**src/hw/rtl/spim_pkg.sv**
```systemverilog
`default_nettype none

package spim_pkg;

  localparam int MAX_WORD_BITS_DEF = 16;
  localparam int PADDR_W = 5;
  localparam int PDATA_W = 32;
  localparam int IN_DATA_W = 24;
  localparam int OUT_DATA_W = 24;

  localparam logic [2:0] REG_CPOL  = 3'd0;
  localparam logic [2:0] REG_CPHA  = 3'd1;
  localparam logic [2:0] REG_MSB   = 3'd2;
  localparam logic [2:0] REG_3WIRE = 3'd3;
  localparam logic [2:0] REG_WIDE  = 3'd4;
  localparam logic [2:0] REG_HALF  = 3'd5;

  typedef struct packed {
    logic        cpol;
    logic        cpha;
    logic        msb_first;
    logic        three_wire;
    logic        wide_words;
    logic [7:0]  half_period_ticks;
  } cfg_t;

  typedef struct packed {
    logic        kind;
    logic [15:0] tx_word;
    logic        tx_present;
    logic        rx_wanted;
    logic        cs_take;
    logic        cs_end;
    logic        last_word;
    logic        miso_level;
    logic        shared_line_level;
  } item_t;

  typedef struct packed {
    logic        sclk;
    logic        mosi;
    logic        mosi_drive;
    logic        cs_n;
    logic [15:0] rx_word;
    logic        rx_valid;
    logic        busy_res;
    logic        rejected;
  } res_t;

endpackage

`default_nettype wire

```
**src/hw/rtl/spim_regs.sv**
```systemverilog
`default_nettype none

module spim_regs (
  input  wire logic                        clk,
  input  wire logic                        rst_n,
  input  wire logic                        psel,
  input  wire logic                        penable,
  input  wire logic                        pwrite,
  input  wire logic [spim_pkg::PADDR_W-1:0] paddr,
  input  wire logic [spim_pkg::PDATA_W-1:0] pwdata,
  output logic      [spim_pkg::PDATA_W-1:0] prdata,
  output logic                             pready,
  output spim_pkg::cfg_t                   cfg_o,
  output logic                             pol_wr_o,
  output logic                             pol_val_o
);
  import spim_pkg::*;

  cfg_t       cfg_r;
  cfg_t       cfg_nxt;
  logic       wr_en;
  logic [2:0] reg_idx;

  assign pready  = 1'b1;
  assign wr_en   = psel & penable & pwrite & pready;
  assign reg_idx = paddr[PADDR_W-1:2];

  always_comb begin
    cfg_nxt = cfg_r;
    if (wr_en) begin
      unique case (reg_idx)
        REG_CPOL:  cfg_nxt.cpol              = pwdata[0];
        REG_CPHA:  cfg_nxt.cpha              = pwdata[0];
        REG_MSB:   cfg_nxt.msb_first         = pwdata[0];
        REG_3WIRE: cfg_nxt.three_wire        = pwdata[0];
        REG_WIDE:  cfg_nxt.wide_words        = pwdata[0];
        REG_HALF:  cfg_nxt.half_period_ticks = pwdata[7:0];
        default: ;
      endcase
    end
  end

  always_comb begin
    unique case (reg_idx)
      REG_CPOL:  prdata = PDATA_W'(cfg_r.cpol);
      REG_CPHA:  prdata = PDATA_W'(cfg_r.cpha);
      REG_MSB:   prdata = PDATA_W'(cfg_r.msb_first);
      REG_3WIRE: prdata = PDATA_W'(cfg_r.three_wire);
      REG_WIDE:  prdata = PDATA_W'(cfg_r.wide_words);
      REG_HALF:  prdata = PDATA_W'(cfg_r.half_period_ticks);
      default:   prdata = '0;
    endcase
  end

  always_ff @(posedge clk) begin
    if (!rst_n) begin
      cfg_r.cpol              <= 1'b0;
      cfg_r.cpha              <= 1'b0;
      cfg_r.msb_first         <= 1'b1;
      cfg_r.three_wire        <= 1'b0;
      cfg_r.wide_words        <= 1'b0;
      cfg_r.half_period_ticks <= 8'd0;
    end else begin
      cfg_r <= cfg_nxt;
    end
  end

  assign cfg_o     = cfg_r;
  assign pol_wr_o  = wr_en && (reg_idx == REG_CPOL);
  assign pol_val_o = pwdata[0];

endmodule

`default_nettype wire

```
**src/hw/rtl/spim_engine.sv**
```systemverilog
`default_nettype none

module spim_engine #(
  parameter int MAX_WORD_BITS = spim_pkg::MAX_WORD_BITS_DEF
) (
  input  wire logic            clk,
  input  wire logic            rst_n,
  input  wire logic            step_i,
  input  spim_pkg::item_t      item_i,
  input  spim_pkg::cfg_t       cfg_i,
  input  wire logic            pol_wr_i,
  input  wire logic            pol_val_i,
  output spim_pkg::res_t       res_o
);
  import spim_pkg::*;

  localparam int W    = MAX_WORD_BITS;
  localparam int BCW  = $clog2(W + 1);
  localparam int IDXW = $clog2(W);

  typedef enum logic [3:0] {
    PH_IDLE, PH_SETUP_WAIT, PH_LEAD_WAIT, PH_LEAD_TOGGLE, PH_DRIVE, PH_PRE_WAIT,
    PH_EDGE1, PH_POST_WAIT, PH_EDGE2, PH_HOLD_WAIT, PH_RELEASE
  } phase_t;

  typedef struct packed {
    logic wide;
    logic tw;
    logic last;
    logic rel;
    logic rx;
  } flags_t;

  phase_t         phase_r, phase_nxt, cur_ph, setup_ph;
  flags_t         fl_r, fl_nxt;
  logic [BCW-1:0] bc_r, bc_nxt, bc_inc, nbits, idx;
  logic [IDXW-1:0] bsel;
  logic [W-1:0]   tx_r, tx_nxt, rx_r, rx_nxt, mask, new_mask, rx_done, rx_lsb;
  logic [7:0]     wait_r, wait_nxt, wait_dec, cs_ticks;
  logic [8:0]     hp_inc;
  logic           clk_lvl_r, clk_lvl_nxt;
  logic           data_r, data_nxt;
  logic           drv_r, drv_nxt;
  logic           sel_r, sel_nxt;
  logic           samp_bit, final_bit, expired, done;

  assign cur_ph   = (phase_r > PH_RELEASE) ? PH_IDLE : phase_r;
  assign nbits    = fl_r.wide ? BCW'(W) : BCW'(8);
  assign mask     = fl_r.wide ? {W{1'b1}} : W'(8'hFF);
  assign new_mask = cfg_i.wide_words ? {W{1'b1}} : W'(8'hFF);
  assign idx      = (bc_r < nbits) ? bc_r : nbits - 1'b1;
  assign bsel     = cfg_i.msb_first ? IDXW'(nbits - 1'b1 - idx) : IDXW'(idx);
  assign hp_inc   = {1'b0, cfg_i.half_period_ticks} + 9'd1;
  assign cs_ticks = hp_inc[8:1];
  assign wait_dec = (wait_r != 8'd0) ? wait_r - 8'd1 : 8'd0;
  assign expired  = (wait_dec == 8'd0);
  assign samp_bit = fl_r.tw ? item_i.shared_line_level : item_i.miso_level;
  assign bc_inc   = bc_r + 1'b1;
  assign final_bit = (bc_inc >= nbits);
  assign rx_done  = (fl_r.tw && drv_r) ? tx_r : rx_r;
  assign setup_ph = !cfg_i.cpha ? PH_DRIVE :
                    ((cs_ticks == 8'd0) ? PH_LEAD_TOGGLE : PH_LEAD_WAIT);

  always_comb begin
    rx_lsb = rx_r >> 1;
    if (fl_r.wide) begin
      rx_lsb[W-1] = samp_bit;
    end else begin
      rx_lsb[7] = samp_bit;
    end
  end

  always_comb begin
    phase_nxt   = phase_r;
    fl_nxt      = fl_r;
    bc_nxt      = bc_r;
    tx_nxt      = tx_r;
    rx_nxt      = rx_r;
    wait_nxt    = wait_r;
    clk_lvl_nxt = clk_lvl_r;
    data_nxt    = data_r;
    drv_nxt     = drv_r;
    sel_nxt     = sel_r;
    done        = 1'b0;
    if (step_i) begin
      phase_nxt = cur_ph;
      unique case (cur_ph)
        PH_IDLE: begin
          if (item_i.kind) begin
            fl_nxt = '{wide: cfg_i.wide_words, tw: cfg_i.three_wire, last: item_i.last_word,
                       rel: item_i.cs_end, rx: item_i.rx_wanted};
            tx_nxt = item_i.tx_present ? (W'(item_i.tx_word) & new_mask) : new_mask;
            rx_nxt = new_mask;
            bc_nxt = '0;
            drv_nxt = !(cfg_i.three_wire && !item_i.tx_present && item_i.rx_wanted);
            if (item_i.cs_take) begin
              sel_nxt = 1'b0;
              if (cs_ticks == 8'd0) begin
                phase_nxt = setup_ph;
              end else begin
                phase_nxt = PH_SETUP_WAIT;
              end
              wait_nxt = cs_ticks;
            end else begin
              phase_nxt = PH_DRIVE;
            end
          end
        end
        PH_SETUP_WAIT: begin
          wait_nxt = wait_dec;
          if (expired) begin
            phase_nxt = setup_ph;
            if (setup_ph == PH_LEAD_WAIT) begin
              wait_nxt = cs_ticks;
            end
          end
        end
        PH_LEAD_WAIT: begin
          wait_nxt = wait_dec;
          if (expired) begin
            phase_nxt = PH_LEAD_TOGGLE;
          end
        end
        PH_LEAD_TOGGLE: begin
          clk_lvl_nxt = !clk_lvl_r;
          phase_nxt   = PH_DRIVE;
        end
        PH_DRIVE: begin
          if (drv_r) begin
            data_nxt = tx_r[bsel];
          end
          wait_nxt  = cfg_i.half_period_ticks;
          phase_nxt = (cfg_i.half_period_ticks == 8'd0) ? PH_EDGE1 : PH_PRE_WAIT;
        end
        PH_PRE_WAIT: begin
          wait_nxt = wait_dec;
          if (expired) begin
            phase_nxt = PH_EDGE1;
          end
        end
        PH_EDGE1: begin
          clk_lvl_nxt = !clk_lvl_r;
          if (!fl_r.tw || !drv_r) begin
            rx_nxt = cfg_i.msb_first ? ({rx_r[W-2:0], samp_bit} & mask) : (rx_lsb & mask);
          end
          wait_nxt  = cfg_i.half_period_ticks;
          phase_nxt = (cfg_i.half_period_ticks == 8'd0) ? PH_EDGE2 : PH_POST_WAIT;
        end
        PH_POST_WAIT: begin
          wait_nxt = wait_dec;
          if (expired) begin
            phase_nxt = PH_EDGE2;
          end
        end
        PH_EDGE2: begin
          if (!(cfg_i.cpha && fl_r.last && final_bit)) begin
            clk_lvl_nxt = !clk_lvl_r;
          end
          bc_nxt = bc_inc;
          if (!final_bit) begin
            phase_nxt = PH_DRIVE;
          end else if (fl_r.rel) begin
            wait_nxt  = cs_ticks;
            phase_nxt = (cs_ticks == 8'd0) ? PH_RELEASE : PH_HOLD_WAIT;
          end else begin
            done = 1'b1;
          end
        end
        PH_HOLD_WAIT: begin
          wait_nxt = wait_dec;
          if (expired) begin
            phase_nxt = PH_RELEASE;
          end
        end
        PH_RELEASE: begin
          sel_nxt = 1'b1;
          done    = 1'b1;
        end
        default: ;
      endcase
      if (done) begin
        rx_nxt    = rx_done;
        drv_nxt   = 1'b1;
        bc_nxt    = '0;
        phase_nxt = PH_IDLE;
      end
    end else if (pol_wr_i && (phase_r == PH_IDLE)) begin
      clk_lvl_nxt = pol_val_i;
    end
  end

  always_ff @(posedge clk) begin
    if (!rst_n) begin
      phase_r   <= PH_IDLE;
      fl_r      <= '0;
      bc_r      <= '0;
      wait_r    <= 8'd0;
      clk_lvl_r <= 1'b0;
      data_r    <= 1'b0;
      drv_r     <= 1'b1;
      sel_r     <= 1'b1;
      tx_r      <= {W{1'b1}};
      rx_r      <= {W{1'b1}};
    end else begin
      phase_r   <= phase_nxt;
      fl_r      <= fl_nxt;
      bc_r      <= bc_nxt;
      wait_r    <= wait_nxt;
      clk_lvl_r <= clk_lvl_nxt;
      data_r    <= data_nxt;
      drv_r     <= drv_nxt;
      sel_r     <= sel_nxt;
      tx_r      <= tx_nxt;
      rx_r      <= rx_nxt;
    end
  end

  always_comb begin
    res_o.sclk       = clk_lvl_nxt;
    res_o.mosi       = data_nxt;
    res_o.mosi_drive = drv_nxt;
    res_o.cs_n       = sel_nxt;
    res_o.rx_valid   = done && fl_r.rx;
    res_o.rx_word    = (done && fl_r.rx) ? 16'(rx_done) : 16'd0;
    res_o.busy_res   = (phase_nxt != PH_IDLE);
    res_o.rejected   = item_i.kind && (cur_ph != PH_IDLE);
  end

  a_idle_drives: assert property (@(posedge clk) disable iff (!rst_n)
    (phase_r == PH_IDLE) |-> drv_r)
    else $error("data line released while idle");

  a_idle_count: assert property (@(posedge clk) disable iff (!rst_n)
    (phase_r == PH_IDLE) |-> (bc_r == '0))
    else $error("bit count not cleared while idle");

  a_drive_range: assert property (@(posedge clk) disable iff (!rst_n)
    (phase_r == PH_DRIVE) |-> (bc_r < nbits))
    else $error("bit count beyond word size in drive phase");

  a_done_idle: assert property (@(posedge clk) disable iff (!rst_n)
    (step_i && res_o.rx_valid) |-> !res_o.busy_res)
    else $error("received word reported while still busy");

endmodule

`default_nettype wire

```
**src/hw/rtl/spi_master_shifter.sv**
```systemverilog
// A tick transfer is captured in the input register; when the output is free, the
// engine step loads its result into the output register, which raises out_tvalid.
// Throughput: one tick per clock cycle while out_tready does not stall the output;
// the engine step is combinational between the input and output registers.
// Reset (rst_n low, synchronous): idle, sclk at polarity 0, cs_n high, data driven,
// configuration back to defaults, both registers empty.
`default_nettype none

module spi_master_shifter #(
  parameter int MAX_WORD_BITS = spim_pkg::MAX_WORD_BITS_DEF
) (
  input  wire logic                           clk,
  input  wire logic                           rst_n,
  input  wire logic                           in_tvalid,
  output logic                                in_tready,
  // tx_word[15:0], tx_present[16], rx_wanted[17], cs_take[18], cs_end[19],
  // miso_level[20], shared_line_level[21], zeros above
  input  wire logic [spim_pkg::IN_DATA_W-1:0]  in_tdata,
  // kind[0]
  input  wire logic                           in_tuser,
  input  wire logic                           in_tlast,
  output logic                                out_tvalid,
  input  wire logic                           out_tready,
  // sclk[0], mosi[1], mosi_drive[2], cs_n[3], rx_word[19:4], busy_res[20],
  // rejected[21], zeros above
  output logic      [spim_pkg::OUT_DATA_W-1:0] out_tdata,
  // rx_valid[0]
  output logic                                out_tuser,
  input  wire logic                           cfg_psel,
  input  wire logic                           cfg_penable,
  input  wire logic                           cfg_pwrite,
  input  wire logic [spim_pkg::PADDR_W-1:0]    cfg_paddr,
  input  wire logic [spim_pkg::PDATA_W-1:0]    cfg_pwdata,
  output logic      [spim_pkg::PDATA_W-1:0]    cfg_prdata,
  output logic                                cfg_pready
);
  import spim_pkg::*;

  item_t item_r;
  item_t item_nxt;
  res_t  res_nxt;
  res_t  res_r;
  cfg_t  cfg;
  logic  in_valid_r;
  logic  out_valid_r;
  logic  step;
  logic  pol_wr;
  logic  pol_val;

  spim_regs u_regs (
    .clk       (clk),
    .rst_n     (rst_n),
    .psel      (cfg_psel),
    .penable   (cfg_penable),
    .pwrite    (cfg_pwrite),
    .paddr     (cfg_paddr),
    .pwdata    (cfg_pwdata),
    .prdata    (cfg_prdata),
    .pready    (cfg_pready),
    .cfg_o     (cfg),
    .pol_wr_o  (pol_wr),
    .pol_val_o (pol_val)
  );

  spim_engine #(
    .MAX_WORD_BITS (MAX_WORD_BITS)
  ) u_engine (
    .clk       (clk),
    .rst_n     (rst_n),
    .step_i    (step),
    .item_i    (item_r),
    .cfg_i     (cfg),
    .pol_wr_i  (pol_wr),
    .pol_val_i (pol_val),
    .res_o     (res_nxt)
  );

  assign step      = in_valid_r && (!out_valid_r || out_tready);
  assign in_tready = !in_valid_r || step;

  always_comb begin
    item_nxt.kind              = in_tuser;
    item_nxt.tx_word           = in_tdata[15:0];
    item_nxt.tx_present        = in_tdata[16];
    item_nxt.rx_wanted         = in_tdata[17];
    item_nxt.cs_take           = in_tdata[18];
    item_nxt.cs_end            = in_tdata[19];
    item_nxt.last_word         = in_tlast;
    item_nxt.miso_level        = in_tdata[20];
    item_nxt.shared_line_level = in_tdata[21];
  end

  always_ff @(posedge clk) begin
    if (!rst_n) begin
      in_valid_r  <= 1'b0;
      out_valid_r <= 1'b0;
    end else begin
      if (in_tready) begin
        in_valid_r <= in_tvalid;
      end
      if (step) begin
        out_valid_r <= 1'b1;
      end else if (out_tready) begin
        out_valid_r <= 1'b0;
      end
    end
    if (in_tvalid && in_tready) begin
      item_r <= item_nxt;
    end
    if (step) begin
      res_r <= res_nxt;
    end
  end

  assign out_tvalid = out_valid_r;
  assign out_tuser  = res_r.rx_valid;
  assign out_tdata  = {2'b00, res_r.rejected, res_r.busy_res, res_r.rx_word,
                       res_r.cs_n, res_r.mosi_drive, res_r.mosi, res_r.sclk};

endmodule

`default_nettype wire

```
**config.mk**
```make
export PLATFORM = sky130hd
export DESIGN_NAME = spi_master_shifter
export DESIGN_NICKNAME = d
export VERILOG_FILES = /design/src/hw/rtl/spim_pkg.sv /design/src/hw/rtl/spim_regs.sv /design/src/hw/rtl/spim_engine.sv /design/src/hw/rtl/spi_master_shifter.sv
export SDC_FILE = /design/constraint.sdc
export NUM_CORES = 1
export LEC_CHECK = 0
export ABC_CLOCK_PERIOD_IN_PS = 9670
export CAP_MARGIN = 20
export CORE_UTILIZATION = 40
export DETAILED_ROUTE_END_ITERATION = 8
export DONT_BUFFER_PORTS = 1
export PLACE_DENSITY_LB_ADDON = 0.25
export SKIP_CTS_REPAIR_TIMING = 1
export SLEW_MARGIN = 0
export SYNTH_ARGS = -nofsm -noshare
export SYNTH_HDL_FRONTEND = slang
export SYNTH_SLANG_ARGS = --single-unit
export TNS_END_PERCENT = 5
```
**constraint.sdc**
```tcl
create_clock -name clk -period 9.67 [get_ports clk]
set_clock_uncertainty 0.2 [all_clocks]
set_input_delay 1.934 -clock clk [delete_from_list [all_inputs] [get_ports clk]]
set_output_delay 1.934 -clock clk [all_outputs]
set_load 0.005 [all_outputs]
```
==> impl_metrics.toml <==
[run_status]
run_status = "completed"

[critical_path]
slowest_delay_ps = 490
arrival_ps = 2720
r2r_cells = 10
crit_chain = "mux4_2, mux2_2"
startpoint_type = "primary input"
cp_top_family = "multiplexers"
crit_cells = 2
setup.worst_path.end_class = "output pin"
cp_slowest_cell = "mux4_2"
crit_required_ps = 7540
critPathMaxFanout = 7
crit_type = "in2out"
critical_path_buf_inv_count = 0

[pwr]
switching_share = 0.241
leakagePower_nw = 2.81
combPwrFrac = 0.071
pwr-share-clk = 0.495
irDropWorstVdd_v = 0.000192
total_power_w = 0.00130
internal_power_w = 0.000984
powerDensity_mw_per_mm2 = 181
seqPwrFrac = 0.434
power.switching_w = 0.000313

[sta]
hold_viol = 0
fin_ws_ps = 4810
max_freq_ghz = 0.206
rsz0062_at_grt = "no"
relSlewSlack = 0.342
worstMarginPinSlew_ps = 984
slew_viol_final = 0
min_period_ps = 4860
setup_viol = 0
tns_ps = 0
finalCritPeriodShare = 0.502

[clocking]
clk_latency_ps = 420
cts_sinks = 120
clockBufferDepth = 2
htree_num_levels = 4
root_buffer = "clkbuf_16"
tritoncts = "yes"
cts-buffers-inserted = 17
clkSlewWorstSetupHoldPaths_ps = 60

[layout]
fillers = 1542
final_cell_mix = "nand2_1, dfxtp_1, o21ai_0"
final_cell_area_mm2 = 0.00718
final-seq-area_mm2 = 0.00287
drive_gt1_frac = 0.0812
multiInputGateArea_mm2 = 0.00331
area_growth_pct = 9.36
final_nets = 793
diodes = 0
final_common_cell = "nand2_1"

[grt]
grt_pass1_wl_um = 24800
grt.overflow.total = 0
grt_pass1_vias = 4726
track_usage = 0.191
antenna_found_initial = 0
grt_max_degree = 43

[drt]
routed_wl_um = 15600
vias_per_cell = 5.62
drt_iter0_markers = 372
vias = 5300
wl_per_cell_um = 16.5
drcViolationCount = 0
postRouteAntennaNets = 0
drt-pass1-iter-count = 5

[placed_design]
portBuffers = 0
place_area_mm2 = 0.00655
dp_slack_ps = 4830
dp_hpwl_um = 10800
globalplace.congestion = 0.891

[synth]
ys.flop_type = "dfxtp_1"
ys_warn_count = 0
synth.distinct_cells = 70
synth_seq_cells = 120
synth_edf_count = 47
async_flop_share = 0
syn_inst = 738
synth_area_mm2 = 0.00657
synth-seq-area-share = 0.438
postSynthAreaPerCell_um2 = 8.90

[run]
cap_violations = 0

[floorplan]
die_w_um = 130
die_area_mm2 = 0.0169
initial_core_util = 0.412
rows = 46
core_area_mm2 = 0.0159
io_pins = 130
die_h_um = 130

[hold_path]
min_path_cells = 2
hold_path.class = "reg2reg"
==> synth_stat cells, drive strengths merged (12+ instances only) <==
master | n | area share
o211ai | 12 | 0.014
nor2 | 55 | 0.032
nand3 | 19 | 0.014
buf | 37 | 0.041
clkbuf | 35 | 0.020
mux2i | 30 | 0.046
inv | 20 | 0.011
edfxtp | 47 | 0.21
nor3 | 16 | 0.012
nand2 | 110 | 0.063
and2 | 12 | 0.011
o21ai | 58 | 0.045
a21oi | 47 | 0.036
dfxtp | 73 | 0.22
==> area by class of cell <==
class,count,area share
repair buffers,4,0.00697
well taps,216,0.0376
multi-input cells,550,0.461
inverters,21,0.0110
flip-flops and latches,120,0.400
clock buffers,17,0.0593
clock inverters,15,0.0241
==> cells by family (layout without fill, tap and decap cells) <==
| logic type | Yosys count | count (layout) | synth area share |
|---|---|---|---|
| other cells | 2 | 27 | 0.00114 |
| flops | 120 | 120 | 0.438 |
| compound gates | 184 | 184 | 0.179 |
| buf+inv | 93 | 57 | 0.0726 |
| fa+ha+maj | 9 | 9 | 0.0172 |
| simple gates | 275 | 275 | 0.198 |
| xor+xnor | 15 | 15 | 0.0200 |
| mux | 40 | 40 | 0.0738 |
==> registers in the layout (all words and copies together), names as in the netlist, 4 cells and up <==
name,flops
item_r,24
out_tdata,22
u_engine.rx_r,16
u_engine.tx_r,16
u_regs.cfg_o,13
u_engine.wait_r,8
u_engine.bc_r,5
u_engine.fl_r,5
u_engine.phase_r,4
==> stage by stage <==
step | std cells | utilization | hold slack, ps
2_1_floorplan | 763 | - | 236
3_3_place_gp | 910 | 0.411 | 253
3_5_place_dp | 910 | 0.411 | 260
4_1_cts | 942 | 0.449 | 268
5_1_grt | 943 | 0.450 | 290
6_report | 943 | 0.450 | 266
==> power groups by stage <==
stage                     Combinational [W]  Clock [W]  Sequential, W
after detailed placement          0.0000899          0       0.000573
after floorplan                   0.0000872          0       0.000564
after global routing               0.000105   0.000676       0.000565
after CTS                         0.0000903   0.000652       0.000562
after global placement            0.0000885          0       0.000572
final                             0.0000921   0.000642       0.000563
==> worst register-to-register path: stages (launching register included) <==
cell      delay (ps)
dfxtp_1          420
ha_1             260
nand3_1          110
xnor2_1          200
ha_1             300
and3_1           190
a221oi_4         410
o21bai_2         180
and3_2           260
nand2_1          500
a21oi_1          180
==> worst paths after layout <==
| path | endpoint | slack (ps) | startpoint |
|---|---|---|---|
| max | cfg_prdata[0] | 4810 | cfg_paddr[2] |
| min | u_engine.fl_r[2] | 270 | u_engine.fl_r[2] |
| max reg2reg | out_tdata[19] | 6170 | u_engine.bc_r[0] |
| min reg2reg | u_engine.fl_r[2] | 270 | u_engine.fl_r[2] |
==> per-layer routing <==
metal	global-route usage	routed length, µm
met2	0.282	6860
met4	0.0780	241
met3	0.0447	946
met1	0.268	7520
met5	0	0
Power figures use the tool's default switching activity.
